File: src/hw/rtl/btr_pkg.sv
// Shared constants, request and result types, and a helper function of the character generator.
package btr_pkg;

  // Font geometry and store organisation.
  localparam int GLYPH_WIDTH  = 8;
  localparam int GLYPH_HEIGHT = 8;
  localparam int NUM_GLYPHS   = 128;
  localparam int MAX_ZOOM     = 8;
  localparam int NUM_BANKS    = 2;

  localparam int GLYPH_IDX_W  = $clog2(NUM_GLYPHS);
  localparam int ROW_W        = $clog2(GLYPH_HEIGHT);
  localparam int BANK_W       = $clog2(NUM_BANKS);
  localparam int STORE_ADDR_W = BANK_W + GLYPH_IDX_W + ROW_W;
  localparam int STORE_DEPTH  = NUM_BANKS * NUM_GLYPHS * GLYPH_HEIGHT;

  // Field widths.
  localparam int COORD_W = 12;
  localparam int ZOOM_W  = 4;
  localparam int INK_W   = 32;
  localparam int MASK_W  = 64;
  localparam int SHIFT_W = $clog2(MASK_W);
  localparam int REP_W   = $clog2(MAX_ZOOM);

  // Depth of the queue between front and back.
  localparam int FIFO_DEPTH = 2;
  localparam int FIFO_PTR_W = $clog2(FIFO_DEPTH);
  localparam int FIFO_CNT_W = $clog2(FIFO_DEPTH + 1);

  // Input request kinds.
  localparam logic [1:0] KIND_DRAW   = 2'd0;
  localparam logic [1:0] KIND_LOAD   = 2'd1;
  localparam logic [1:0] KIND_SETPOS = 2'd2;

  // Control character codes.
  localparam logic [7:0] CODE_CR = 8'd13;
  localparam logic [7:0] CODE_LF = 8'd10;

  // Commands passed from front to back.
  localparam logic [2:0] OP_DRAW   = 3'd0;
  localparam logic [2:0] OP_LOAD   = 3'd1;
  localparam logic [2:0] OP_SETPOS = 3'd2;
  localparam logic [2:0] OP_CR     = 3'd3;
  localparam logic [2:0] OP_LF     = 3'd4;

  // Configuration register indexes.
  localparam logic [1:0] REG_ZOOM      = 2'd0;
  localparam logic [1:0] REG_INK_COLOR = 2'd1;
  localparam logic [1:0] REG_FONT_BANK = 2'd2;

  typedef struct packed {
    logic [1:0]             kind;
    logic [7:0]             char_code;
    logic [COORD_W-1:0]     pos_x;
    logic [COORD_W-1:0]     pos_y;
    logic                   load_bank;
    logic [6:0]             load_glyph;
    logic [2:0]             load_row;
    logic [7:0]             load_bits;
  } in_item_t;

  typedef struct packed {
    logic [COORD_W-1:0] row_x;
    logic [COORD_W-1:0] row_y;
    logic [MASK_W-1:0]  row_pixels;
    logic [INK_W-1:0]   ink;
    logic               last_row;
  } out_item_t;

  typedef struct packed {
    logic [2:0]             op;
    logic [BANK_W-1:0]      bank;
    logic [GLYPH_IDX_W-1:0] glyph;
    logic [ROW_W-1:0]       row;
    logic [7:0]             bits;
    logic [COORD_W-1:0]     pos_x;
    logic [COORD_W-1:0]     pos_y;
  } cmd_t;

  // Settings seen by the back end; zoom is already saturated.
  typedef struct packed {
    logic [ZOOM_W-1:0] zoom;
    logic [INK_W-1:0]  ink;
    logic [BANK_W-1:0] font_bank;
  } cfg_t;

  // Widen a glyph row: each source bit becomes a run of z pixels, bit 0 leftmost.
  function automatic logic [MASK_W-1:0] widen_row(input logic [7:0]        bits,
                                                  input logic [ZOOM_W-1:0] z);
    logic [MASK_W-1:0] m;
    logic [MASK_W-1:0] ones;
    m    = '0;
    ones = (MASK_W'(1) << z) - MASK_W'(1);
    for (int k = 0; k < GLYPH_WIDTH; k++) begin
      if (bits[k]) begin
        m = m | (ones << (SHIFT_W'(k) * SHIFT_W'(z)));
      end
    end
    return m;
  endfunction

endpackage

File: src/hw/rtl/btr_fifo.sv
// Short command queue between the front and back ends.
module btr_fifo
  import btr_pkg::*;
(
  input  logic clk,
  input  logic rst_n,
  input  logic push_valid,
  output logic push_ready,
  input  cmd_t push_data,
  output logic pop_valid,
  input  logic pop_ready,
  output cmd_t pop_data
);

  cmd_t                  entries_r [FIFO_DEPTH];
  logic [FIFO_PTR_W-1:0] wr_ptr_r, wr_ptr_nxt;
  logic [FIFO_PTR_W-1:0] rd_ptr_r, rd_ptr_nxt;
  logic [FIFO_CNT_W-1:0] count_r, count_nxt;
  logic                  push, pop;

  assign push_ready = count_r != FIFO_CNT_W'(FIFO_DEPTH);
  assign pop_valid  = count_r != '0;
  assign pop_data   = entries_r[rd_ptr_r];
  assign push       = push_valid && push_ready;
  assign pop        = pop_valid && pop_ready;

  // Pointer and fill count update.
  always_comb begin
    wr_ptr_nxt = wr_ptr_r;
    rd_ptr_nxt = rd_ptr_r;
    count_nxt  = count_r;
    if (push) begin
      wr_ptr_nxt = (wr_ptr_r == FIFO_PTR_W'(FIFO_DEPTH - 1)) ? '0 : wr_ptr_r + 1'b1;
    end
    if (pop) begin
      rd_ptr_nxt = (rd_ptr_r == FIFO_PTR_W'(FIFO_DEPTH - 1)) ? '0 : rd_ptr_r + 1'b1;
    end
    if (push && !pop) begin
      count_nxt = count_r + 1'b1;
    end else if (pop && !push) begin
      count_nxt = count_r - 1'b1;
    end
  end

  always_ff @(posedge clk) begin
    if (!rst_n) begin
      wr_ptr_r <= '0;
      rd_ptr_r <= '0;
      count_r  <= '0;
    end else begin
      wr_ptr_r <= wr_ptr_nxt;
      rd_ptr_r <= rd_ptr_nxt;
      count_r  <= count_nxt;
    end
  end

  // Queue storage.
  always_ff @(posedge clk) begin
    if (push) begin
      entries_r[wr_ptr_r] <= push_data;
    end
  end

endmodule

File: config.mk
export PLATFORM = sky130hd
export DESIGN_NAME = btr_fifo
export DESIGN_NICKNAME = d
export VERILOG_FILES = /design/src/hw/rtl/btr_pkg.sv /design/src/hw/rtl/btr_fifo.sv
export SDC_FILE = /design/constraint.sdc
export NUM_CORES = 1
export LEC_CHECK = 0
export BUFFER_PORTS_ARGS = -buffer_cell sky130_fd_sc_hd__buf_2
export CAP_MARGIN = 0
export CORE_MARGIN = 4
export CORE_UTILIZATION = 51
export DETAILED_ROUTE_END_ITERATION = 12
export PLACE_DENSITY = 0.78
export SLEW_MARGIN = 20
export SYNTH_ARGS = -nofsm -noshare
export SYNTH_HDL_FRONTEND = slang
export SYNTH_SLANG_ARGS = --single-unit
File: constraint.sdc
create_clock -name clk -period 3.1 [get_ports clk]
set_clock_uncertainty 0.2 [all_clocks]
set_input_delay 0 -clock clk [delete_from_list [all_inputs] [get_ports clk]]
set_output_delay 0 -clock clk [all_outputs]
set_load 0.01 [all_outputs]
## Word level (Yosys, flattened, before mapping)

Memory sizes are Yosys's and may differ from the RTL's. A register that Yosys moved wholly into a read port is not among the register bits.
Cells that the tools add are included.

- Bits in registers: 4
- Bits in latches: 0
- RAM bits: 92
- ROM bits: 0
- Input bits: 50
- Output and inout bits: 48
- Logic and storage cells: 25
- Memories kept: 1

- Add/sub/neg operators: 4
- $mul: 0
- Divide/modulo/power cells: 0
- $lt $le $gt $ge: 0
- Eq/ne operators: 1
- Shift operators: 0
- Multiplexer cells: 8
- Bitwise logic cells: 0
- Reductions and logical operators: 8

Memory list:

| memory | words | width | read ports | clocked after Yosys merged registers in | write ports | RTL line | source |
|---|---|---|---|---|---|---|---|
| entries_r | 2 | 46 | 1 | 1 | 1 | btr_fifo.sv:15 | `cmd_t entries_r [FIFO_DEPTH];` |

Operators with widths:

| kind | number |
|---|---|
| two-way mux 1 bit | 6 |
| logical AND 1 bit | 4 |
| two-way mux 2 bit | 2 |
| nonzero test 2 bit | 2 |
| adder 1 bit (second input constant) | 2 |
| adder 2 x 1 -> 2 bit (second input constant) | 1 |
| logical NOT 1 bit | 2 |
| inequality test 2 bit (second input constant) | 1 |
| subtractor 2 x 1 -> 2 bit (second input constant) | 1 |

## Longest topological paths before layout

- Word-level depth: 6
- Gate-level depth with buffers: 6

## Worst setup path before layout

No wires, ideal clock.

- Kind: reg-to-reg
- Start point: register count_r[0]
- End point: memory entries_r[1][0] (netlist bit) (enable)
- Library setup time: 408 ps
- Arrival time: 1723 ps
- Path slack: 769 ps
- Stages on the path, launching flop included: 3
- Clock period less this slack: 2331 ps
- Path through: dfxtp_1 -> nand2b_4 -> and3_1

- Word-level cells in the longest chain between the ends: 4

Ends and longest elaborated chain:

| item | RTL line | source |
|---|---|---|
| from (decl) | btr_fifo.sv:18 | `logic [FIFO_CNT_W-1:0] count_r, count_nxt;` |
| from (signal assigned) | btr_fifo.sv:53 | `count_r <= count_nxt;` |
| inequality test 2 bit | btr_fifo.sv:21 | `assign push_ready = count_r != FIFO_CNT_W'(FIFO_DEPTH);` |
| via push_ready | btr_fifo.sv:8 | `output logic push_ready,` |
| logical AND 1 bit | btr_fifo.sv:24 | `assign push = push_valid && push_ready;` |
| two-way mux 1 bit | btr_fifo.sv:59 | `if (push) begin` |
| two-way mux 1 bit (not written as such) | btr_fifo.sv:60 | `entries_r[wr_ptr_r] <= push_data;` |
| to (decl) | btr_fifo.sv:15 |  |

The timed path passes the listed nets, and every way through them passes these cells.

==> out/results.txt <==
The flow ran to the end, and the final reports show no timing, DRC or antenna violations. The aggregate routed wire length is 6930 um, and the final HPWL from detailed placement is 4330 um. The number of nets in the synthesized netlist is 218. Timing would allow up to 0.470 GHz. From synthesis to final layout, the design area changed by 36.7%.

Synthesis inferred 97 register bits. The tool flagged a number of max-cap violations equal to 0. The floorplan die width came out at 91.5 um.

In the layout the commonest cells are sky130_fd_sc_hd__buf_2, sky130_fd_sc_hd__edfxtp_1, sky130_fd_sc_hd__dlygate4sd3_1, sky130_fd_sc_hd__mux2_2, sky130_fd_sc_hd__clkbuf_8. Once the clock tree was built, the setup fixing pass inserted 0 buffers. STA puts the critical path data arrival time at 1.93 ns.

The die span in y is 91.5 um, and the I/O pin count is 98. The worst setup path is launched from a flop. The final-report setup violation count was 0; the synthesized area divided by synthesized cell count was 21.3 um^2. The share of the clock period used by the worst path after layout was 0.686; the remaining global-route overflow was 0. Number of hold-slack violations in the final timing report: 0. The fraction of layout instances using a drive strength above 1 is 0.517. The average via count per standard cell is 4.73, and the netlist area before placement is 3560 um^2. The first-pass GRT wire length is 11000 um.

For the initial core utilization, the log shows 0.524. CTS built an H-tree with a depth of 3. The maximum number of buffers from clock root to sink came out at 2.

The run gives 8380 um^2 as the area of the die. In the synthesized netlist the dominant register cell turns out to be sky130_fd_sc_hd__edfxtp_1. In the routed design, unresolved DRC markers number 0. Actual transition at the worst max-transition pin: 0.627 ns. The run gives 30 as the number of standard-cell rows in the floorplan. The minimum period implied by the final worst setup slack came out at 2.13 ns. Critical-path cell with the highest stage delay: sky130_fd_sc_hd__dfxtp_2.

The final-stage net count was 377. Counting flops with a built-in enable in the synthesized netlist gives 92. The synthesized instance count was 167. The critical path class was reg2out.

Dividing the detail-routed wire length by the instance count gives 16.2 um. The area of the core was 6790 um^2; the total number of vias was 2020. The critical-path maximum fanout is 27. The run gives 0 as the number of antenna violations at the first check in global routing.

The number of pins exceeding their max-slew limit in the final report is 0, and the core occupancy in the finished layout is 0.716. The worst-case IR drop observed on VDD is 469 uV. STA classifies the critical path endpoint as an output port. On the worst path, the slowest cell contributes a delay of 0.74 ns. Clock latency on the worst-skew pair, taken at its later pin, is 0.35 ns. The master cell of the clock root buffer was sky130_fd_sc_hd__clkbuf_8. The fraction of synthesis flops using an asynchronous set or reset pin works out to 0. The run gives 0 as the number of warning messages in the yosys log. The number of buffers and inverters on the critical path is 2. The gate family responsible for the most delay along the worst path is flip-flops.

Routability-driven placement finished with a final weighted congestion of 0.756. The clock drives 97 sinks. The via count of the first global-routing pass was 2194. Setup repair after global routing left no endpoint under its margin.

STA puts the critical path data required time at 2.90 ns. The synthesized netlist contains 20 unique library cells. TritonCTS built the clock tree. The register area share after synthesis was 0.805. 0 antenna diodes ended up in the layout. For the first-pass iteration count of the detailed router, the log shows 4. The total negative slack for setup checks came out at 0 ns. Leading cell type in the layout, fill and taps excluded: sky130_fd_sc_hd__buf_2. The number of port buffers was 97. Gates resized during post-CTS repair numbered 0.

Once detail routing completed, the nets flagged for antenna violations numbered 0. Summed over all cells, the static leakage comes to 1.84 nW. For the cts-stage hold buffer count, the log shows 50. The critical path goes through buf_4, mux2_2, buf_2. The number of buffers created by CTS came out at 9. The total routing resource utilization after global routing was 0.174; the power per unit of standard cell area was 699 nW/um^2.

Entering global routing, the biggest net connects 28 pins. The detailed router finished its first iteration with 85 violations. The run gives 0.582 as the worst-case headroom to the max-slew limit.

After clock tree synthesis, the clock-pin slew on the worst setup and hold paths is 0.10 ns. In this run the worst hold path is classified as in2reg.
path summary, 6_finish.rpt:
check,start,endpoint,slack (ns),cells after the start
worst min-delay path,push_data[20],entries_r[0][20],0.16,2
worst max-delay path,flop,pop_data[32],0.97,3
worst min register to register,count_r[1],count_r[1],0.37,2
worst max register to register,count_r[0],entries_r[1][30],1.09,3
layout make-up:
| class | instances | area [um^2] |
|---|---|---|
| Sequential cell | 97 | 2860 |
| Fill cell | 448 | 1930 |
| Timing Repair Buffer | 153 | 1030 |
| Multi-Input combinational cell | 64 | 658 |
| Clock buffer | 9 | 124 |
| Tap cell | 96 | 120 |
| Clock inverter | 7 | 63.8 |
| Inverter | 1 | 3.75 |
power by group:
part           switching (mW)  internal, mW  total (mW)
Combinational           0.435         0.476       0.912
Sequential             0.0945          1.64        1.73
Clock                   0.450         0.308       0.758
state kept, by name, indices dropped and copies added, names as in the netlist, named ones only:
register,count
count_r,2
rd_ptr_r,1
entries_r,92
wr_ptr_r,1
cell families after synthesis:
logic type | share of synthesized area
muxes | 0.146
DFF | 0.805
and+or+nand+nor | 0.0183
xor gates and xnor gates | 0.00739
buffers and inverters | 0.0109
AOI/OAI and AO/OA | 0.00984
adders and majority gates | 0.00352
cell usage after synthesis (all sizes together) (2+ instances only):
cell	number	area [um^2]
edfxtp	92	2760
mux2	46	518
buf	5	35.0
dfxtp	5	100
and2	4	25.0
a21boi	2	15.0
o21ai	2	10.0
xnor2	2	17.5
through the flow:
| step | setup slack (ns) | cell area (um^2) | hold WS [ns] | instances | total power [mW] |
|---|---|---|---|---|---|
| 3_5_place_dp | 1.06 | 4180 | -0.00852 | 361 | 2.62 |
| 5_1_grt | 0.868 | 4860 | 0.162 | 427 | 3.56 |
| 4_1_cts | 0.934 | 4860 | 0.144 | 427 | 3.43 |
| 3_3_place_gp | 1.15 | 4180 | -0.0105 | 361 | 2.59 |
| 6_report | 0.973 | 4860 | 0.159 | 427 | 3.40 |
| 2_1_floorplan | 0.769 | 3560 | -0.101 | 167 | 2.29 |
layer usage:
layer,global-route usage,part of all wire
met1,0.191,0.39
met2,0.322,0.56
met3,0.0423,0.036
met4,0.0653,0.017
met5,0,0
Power figures use the tool's default switching activity.
