### src/hw/rtl/btr_pkg.sv
// Shared constants, request and result types, and a helper function of the character generator.
package btr_pkg;

  // Font geometry and store organisation.
  localparam int GLYPH_WIDTH  = 8;
  localparam int GLYPH_HEIGHT = 8;
  localparam int NUM_GLYPHS   = 128;
  localparam int MAX_ZOOM     = 8;
  localparam int NUM_BANKS    = 2;

  localparam int GLYPH_IDX_W  = $clog2(NUM_GLYPHS);
  localparam int ROW_W        = $clog2(GLYPH_HEIGHT);
  localparam int BANK_W       = $clog2(NUM_BANKS);
  localparam int STORE_ADDR_W = BANK_W + GLYPH_IDX_W + ROW_W;
  localparam int STORE_DEPTH  = NUM_BANKS * NUM_GLYPHS * GLYPH_HEIGHT;

  // Field widths.
  localparam int COORD_W = 12;
  localparam int ZOOM_W  = 4;
  localparam int INK_W   = 32;
  localparam int MASK_W  = 64;
  localparam int SHIFT_W = $clog2(MASK_W);
  localparam int REP_W   = $clog2(MAX_ZOOM);

  // Depth of the queue between front and back.
  localparam int FIFO_DEPTH = 2;
  localparam int FIFO_PTR_W = $clog2(FIFO_DEPTH);
  localparam int FIFO_CNT_W = $clog2(FIFO_DEPTH + 1);

  // Input request kinds.
  localparam logic [1:0] KIND_DRAW   = 2'd0;
  localparam logic [1:0] KIND_LOAD   = 2'd1;
  localparam logic [1:0] KIND_SETPOS = 2'd2;

  // Control character codes.
  localparam logic [7:0] CODE_CR = 8'd13;
  localparam logic [7:0] CODE_LF = 8'd10;

  // Commands passed from front to back.
  localparam logic [2:0] OP_DRAW   = 3'd0;
  localparam logic [2:0] OP_LOAD   = 3'd1;
  localparam logic [2:0] OP_SETPOS = 3'd2;
  localparam logic [2:0] OP_CR     = 3'd3;
  localparam logic [2:0] OP_LF     = 3'd4;

  // Configuration register indexes.
  localparam logic [1:0] REG_ZOOM      = 2'd0;
  localparam logic [1:0] REG_INK_COLOR = 2'd1;
  localparam logic [1:0] REG_FONT_BANK = 2'd2;

  typedef struct packed {
    logic [1:0]             kind;
    logic [7:0]             char_code;
    logic [COORD_W-1:0]     pos_x;
    logic [COORD_W-1:0]     pos_y;
    logic                   load_bank;
    logic [6:0]             load_glyph;
    logic [2:0]             load_row;
    logic [7:0]             load_bits;
  } in_item_t;

  typedef struct packed {
    logic [COORD_W-1:0] row_x;
    logic [COORD_W-1:0] row_y;
    logic [MASK_W-1:0]  row_pixels;
    logic [INK_W-1:0]   ink;
    logic               last_row;
  } out_item_t;

  typedef struct packed {
    logic [2:0]             op;
    logic [BANK_W-1:0]      bank;
    logic [GLYPH_IDX_W-1:0] glyph;
    logic [ROW_W-1:0]       row;
    logic [7:0]             bits;
    logic [COORD_W-1:0]     pos_x;
    logic [COORD_W-1:0]     pos_y;
  } cmd_t;

  // Settings seen by the back end; zoom is already saturated.
  typedef struct packed {
    logic [ZOOM_W-1:0] zoom;
    logic [INK_W-1:0]  ink;
    logic [BANK_W-1:0] font_bank;
  } cfg_t;

  // Widen a glyph row: each source bit becomes a run of z pixels, bit 0 leftmost.
  function automatic logic [MASK_W-1:0] widen_row(input logic [7:0]        bits,
                                                  input logic [ZOOM_W-1:0] z);
    logic [MASK_W-1:0] m;
    logic [MASK_W-1:0] ones;
    m    = '0;
    ones = (MASK_W'(1) << z) - MASK_W'(1);
    for (int k = 0; k < GLYPH_WIDTH; k++) begin
      if (bits[k]) begin
        m = m | (ones << (SHIFT_W'(k) * SHIFT_W'(z)));
      end
    end
    return m;
  endfunction

endpackage

### src/hw/rtl/btr_front.sv
// Front end: accepts input requests, classifies them and hands commands to the queue.
module btr_front
  import btr_pkg::*;
(
  input  logic     clk,
  input  logic     rst_n,
  input  logic     in_valid,
  output logic     in_ready,
  input  in_item_t in_data,
  output logic     cmd_valid,
  input  logic     cmd_ready,
  output cmd_t     cmd
);

  logic valid_r, valid_nxt;
  cmd_t cmd_r, cmd_nxt;
  logic accept;
  logic keep;

  assign in_ready  = !valid_r || cmd_ready;
  assign accept    = in_valid && in_ready;
  assign cmd_valid = valid_r;
  assign cmd       = cmd_r;

  // Decode the request into a back-end command; an unknown kind is dropped.
  always_comb begin
    cmd_nxt       = cmd_r;
    keep          = 1'b1;
    if (accept) begin
      cmd_nxt.bank  = BANK_W'(in_data.load_bank);
      cmd_nxt.glyph = GLYPH_IDX_W'(in_data.load_glyph);
      cmd_nxt.row   = ROW_W'(in_data.load_row);
      cmd_nxt.bits  = in_data.load_bits;
      cmd_nxt.pos_x = in_data.pos_x;
      cmd_nxt.pos_y = in_data.pos_y;
      cmd_nxt.op    = OP_DRAW;
      case (in_data.kind)
        KIND_DRAW: begin
          if (in_data.char_code == CODE_CR) begin
            cmd_nxt.op = OP_CR;
          end else if (in_data.char_code == CODE_LF) begin
            cmd_nxt.op = OP_LF;
          end else begin
            cmd_nxt.op = OP_DRAW;
            // Codes beyond the font fall back to glyph 0.
            if ({1'b0, in_data.char_code} < 9'(NUM_GLYPHS)) begin
              cmd_nxt.glyph = GLYPH_IDX_W'(in_data.char_code);
            end else begin
              cmd_nxt.glyph = '0;
            end
          end
        end
        KIND_LOAD:   cmd_nxt.op = OP_LOAD;
        KIND_SETPOS: cmd_nxt.op = OP_SETPOS;
        default:     keep = 1'b0;
      endcase
    end
  end

  // Holding register occupancy.
  always_comb begin
    valid_nxt = valid_r;
    if (cmd_ready) begin
      valid_nxt = 1'b0;
    end
    if (accept) begin
      valid_nxt = keep;
    end
  end

  always_ff @(posedge clk) begin
    if (!rst_n) begin
      valid_r <= 1'b0;
    end else begin
      valid_r <= valid_nxt;
    end
  end

  always_ff @(posedge clk) begin
    cmd_r <= cmd_nxt;
  end

endmodule

### config.mk
export PLATFORM = sky130hd
export DESIGN_NAME = btr_front
export DESIGN_NICKNAME = d
export VERILOG_FILES = /design/src/hw/rtl/btr_pkg.sv /design/src/hw/rtl/btr_front.sv
export SDC_FILE = /design/constraint.sdc
export NUM_CORES = 1
export LEC_CHECK = 0
export ABC_CLOCK_PERIOD_IN_PS = 2800
export BUFFER_PORTS_ARGS = -buffer_cell sky130_fd_sc_hd__buf_4
export CAP_MARGIN = 20
export CORE_ASPECT_RATIO = 2
export CORE_MARGIN = 2
export CORE_UTILIZATION = 44
export DETAILED_ROUTE_END_ITERATION = 8
export PLACE_DENSITY = 0.83
export SYNTH_ARGS = -nofsm -noshare
export SYNTH_HDL_FRONTEND = slang
export SYNTH_SLANG_ARGS = --single-unit
### constraint.sdc
create_clock -name clk -period 2.8 [get_ports clk]
set_input_delay 0.42 -clock clk [delete_from_list [all_inputs] [get_ports clk]]
set_output_delay 0.42 -clock clk [all_outputs]
set_load 0.01 [all_outputs]
After elaboration in Yosys (flattened, before gate mapping)
Cells that the tools add are included.
{"block": "totals", "mem_bits_ro": 0, "input_bits": 57, "latchBits": 0, "ramBits": 0, "reg_bits": 47, "n_memories": 0, "output_inout_bits": 48, "wordCells": 29}
{"block": "op_classes", "magnitude_cmp": 1, "n_mux": 10, "n_div": 0, "bitwise_logic": 0, "shifts": 0, "multipliers": 0, "eq_ne": 4, "add_sub_neg": 0, "n_reduce_logical": 6}
{"cell": "$mux 7", "n": 4}
{"cell": "$eq 8x4->1 const B", "n": 2}
{"cell": "$pmux 3 s3", "n": 1}
{"cell": "$lt 8x8->1 const B", "n": 1}
{"cell": "$mux 3", "n": 2}
{"cell": "$mux 1", "n": 3}
{"cell": "$reduce_or 3->1", "n": 1}
{"cell": "$eq 2x1->1 const B", "n": 1}
{"cell": "$eq 2x2->1 const B", "n": 1}
{"cell": "$logic_not 2->1", "n": 1}
{"cell": "$reduce_bool 2->1", "n": 1}
{"cell": "$logic_and 1x1->1", "n": 1}
{"cell": "$logic_not 1->1", "n": 1}
{"cell": "$logic_or 1x1->1", "n": 1}

Longest topological paths before layout
{"block": "logic_depth", "depth_word": 5, "depth_mapped": 4, "mapped_depth_nobuf": 4}

Worst setup path after synthesis
Ideal clock, no wire load.
{"block": "synth_path", "kind": "in2reg", "start": "input cmd_ready", "end": "register cmd_r (netlist bit cmd[0]) (enable)", "t_arrival_ns": 1.730, "path_stages": 2, "slack_ns": 0.662, "path_buffers": 0, "t_required_ns": 2.392, "cell_sequence": "nand2b_1 and2_1"}
{"block": "synth_between", "elab_chain_cells": 2}
{"item": "from (decl)", "line": "btr_front.sv:11", "rtl": "input logic cmd_ready,"}
{"item": "$logic_or 1x1->1", "line": "btr_front.sv:20", "rtl": "assign in_ready = !valid_r || cmd_ready;"}
{"item": "$logic_and 1x1->1", "line": "btr_front.sv:21", "rtl": "assign accept = in_valid && in_ready;"}
{"item": "named net accept", "line": "btr_front.sv:17", "rtl": "logic accept;"}
{"item": "to (signal assigned)", "line": "btr_front.sv:80", "rtl": "cmd_r <= cmd_nxt;"}
{"item": "to (decl)", "line": "btr_front.sv:16", "rtl": "cmd_t cmd_r, cmd_nxt;"}
The timed path passes the listed nets, and every way through them passes these cells.
A chain may end at the register's enable or synchronous reset.

Worst setup path in the final report
{"block": "layout_path", "start": "register valid_r (netlist: cmd_valid)", "end": "register cmd_r (netlist bit cmd[37]) (enable)"}
{"block": "layout_between", "elab_chain_cells": 3}
{"item": "from (decl)", "line": "btr_front.sv:15", "rtl": "logic valid_r, valid_nxt;"}
{"item": "from (signal assigned)", "line": "btr_front.sv:75", "rtl": "valid_r <= valid_nxt;"}
{"item": "$logic_not 1->1", "line": "btr_front.sv:20"}
{"item": "$logic_or 1x1->1", "line": "btr_front.sv:20"}
{"item": "$logic_and 1x1->1", "line": "btr_front.sv:21"}
{"item": "named net accept", "line": "btr_front.sv:17"}
The timed path passes the listed nets, and every way through them passes these cells.

==> results.json <==
{
  "synth_fa_ha_area_share_pct": 0,
  "dp.cells": 232,
  "grt_pass1_wl_um": 5610,
  "synth_xor_area_share_pct": 0,
  "synth_warnings": 0,
  "cpPeakStageDelay_ns": 0.51,
  "wl_per_cell_um": 15.7,
  "wl_met2_um": 2280,
  "finalWeightedCongestion": 0.702,
  "via_per_inst": 4.74,
  "antenna_found_initial": 0,
  "drv_cap": 0,
  "cp.arrival_ns": 1.64,
  "relSlewSlack_pct": 63.8,
  "powerDensity_mw_per_mm2": 552,
  "cts_max_path_buffers": 2,
  "setup_tns_ns": 0,
  "ir_drop_uv": 500,
  "grt_pass1_vias": 1165,
  "wl_met1_um": 1080,
  "drive_above_1_share_pct": 61.8,
  "critPathMaxFanout": 25,
  "grt_max_degree": 26,
  "numPortBuffers": 104,
  "crit_chain": "nand2b_1, and2_2, buf_4",
  "cts.repair.resized": 0,
  "drtPass1Iterations": 4,
  "min_period_over_period_pct": 59.8,
  "antenna_cells": 0,
  "ys_seq_elements": 47,
  "synth_area_leaders": "edfxtp_1 (85%), mux2_4 (2.8%), a22o_1 (1.6%)",
  "routed_wl_um": 3760,
  "die_w_um": 47.0,
  "skew_ns": 0.00307,
  "period_needed_ns": 1.67,
  "fin_nets": 247,
  "yosys.area.top_type_share_pct": 85.0,
  "ys_seq_area_share_pct": 86.2,
  "io_pins": 105,
  "place_hpwl_um": 3060,
  "cts_made_buffers": 5,
  "die_area_mm2": 0.00423,
  "status": "finished, final reports clean",
  "hold_path_class": "in -> reg",
  "cp.required_ns": 2.77,
  "hold_viol": 0,
  "grt_usage_pct": 19.2,
  "synth_area_mm2": 0.00163,
  "row_count": 31,
  "synth_top_family_by_area": "simple AND/OR/NAND/NOR gates",
  "rsz0062_at_grt": "false",
  "start_util_pct": 45.5,
  "synthSimpleGateAreaFrac_pct": 5.54,
  "clock-sinks": 47,
  "tritoncts": "yes",
  "setup_violations": 0,
  "path_clk_slew_ns": 0.08,
  "power_mw": 1.42,
  "syn_area_per_cell_um2": 20.8,
  "drc": 0,
  "syn_nets": 135,
  "syn_inst": 78,
  "r2r_setup_slack_ns": 1.13,
  "cts_setup_buffers": 0,
  "worst_setup_path_start_kind": "flop",
  "synth.area.mux_share_pct": 2.77,
  "yosysTopAreaCell": "edfxtp_1",
  "worst_slew_pin_slew_ns": 0.544,
  "core_area_mm2": 0.00357,
  "wl_met3_um": 312,
  "htree_levels": 2,
  "clock-root-buffer": "clkbuf_8",
  "overflow": 0,
  "topRoutingLayerUsed": "met4",
  "stdcell_count": 240,
  "die_h_um": 90.0,
  "dr_total_vias": 1138,
  "cp-end-kind": "flop",
  "ctsHoldBuffers": 0,
  "slowest_stage": "and2_2",
  "drt.antenna.violating_nets": 0,
  "yosysUniqueCellTypes": 19,
  "leakage_nw": 1.11,
  "drt_iter0_markers": 27,
  "report.final.slew_viol_count": 0,
  "fmax_ghz": 0.598,
  "crit_type": "reg -> reg",
  "synth_compound_area_share_pct": 5.00,
  "syn_to_final_growth_pct": 57.7,
  "clk_latency_ns": 0.29
}
==> layer usage <==
layer / track usage, % / vias up
li1: - / 526
met1: 17.3 / 524
met2: 34.5 / 76
met3: 7.03 / 12
met4: 8.33 / 0
met5: 0 / -
==> final timing paths <==
check | from | endpoint | cells past startpoint
worst max-delay path | cmd_valid$_SDFFE_PN0P_ | cmd[37]$_DFFE_PP_ | 3
worst max register to register | cmd_valid$_SDFFE_PN0P_ | cmd[37]$_DFFE_PP_ | 3
worst min-delay path | in_data[22] | cmd[3]$_DFFE_PP_ | 1
worst min register to register | cmd_valid$_SDFFE_PN0P_ | cmd_valid$_SDFFE_PN0P_ | 2
==> state kept, by name (all words and copies together), names as in the netlist <==
name	flops
cmd	46
cmd_valid	1
==> report_power, final <==
part / switching [mW] / leakage, nW / total (mW) / internal (mW)
logic: 0.0805 / 0.608 / 0.193 / 0.113
registers: 0.0121 / 0.456 / 0.836 / 0.824
clock network: 0.212 / 0.0483 / 0.387 / 0.176
total: 0.304 / 1.11 / 1.42 / 1.11
==> area by class of cell <==
type / count / area [um2]
timing repair buffer: 105 / 788
clock inverter: 3 / 18.8
sequential: 47 / 1400
clock buffer: 5 / 68.8
inverter: 2 / 7.51
multi-input combinational: 29 / 218
tap: 49 / 61.3
fill: 263 / 1000
==> metrics by stage <==
step           hold slack, ns  setup WS (ns)  instance area, um2  utilization (%)
6_report                0.304           1.13                2560             71.8
5_1_grt                 0.282           1.01                2560             71.8
4_1_cts                 0.290           1.13                2560             71.8
3_5_place_dp            0.547          0.877                2480             69.4
3_3_place_gp            0.517          0.933                2480             69.4
2_1_floorplan           0.519          0.662                1630                -
==> kinds of logic after synthesis <==
| family | Yosys count |
|---|---|
| AOI/OAI and AO/OA | 11 |
| muxes | 3 |
| and+or+nand+nor | 15 |
| buffers and inverters | 2 |
| DFF | 47 |
==> layout by cell type (no fill, tap or decap), drive strengths merged, types with 2 or more instances in the layout <==
cell    count
clkinv      2
a22o        3
o21ai       2
nand2b      2
a21oi       4
clkbuf      5
inv         3
buf       105
nor3        2
nor2b       4
mux2        3
edfxtp     46
==> synthesized netlist by cell type <==
| master | instances |
|---|---|
| and3b_1 | 1 |
| nor3b_1 | 1 |
| mux2_4 | 3 |
| nor3_1 | 2 |
| inv_1 | 2 |
| a22o_1 | 3 |
| and3_1 | 1 |
| nor2b_1 | 4 |
| nand2_1 | 1 |
| a211o_4 | 1 |
| and2_1 | 1 |
| o21ai_0 | 2 |
| a21boi_0 | 1 |
| nor2_1 | 1 |
| or2_0 | 1 |
| dfxtp_1 | 1 |
| edfxtp_1 | 46 |
| a21oi_1 | 4 |
| nand2b_1 | 2 |
==> critical path: cells and delay by family (launching register included) <==
family | cells | cell delay (ns)
AND/OR/NAND/NOR | 2 | 0.62
buffers and inverters | 1 | 0.40
flip-flops | 1 | 0.32
Power figures use the tool's default switching activity.
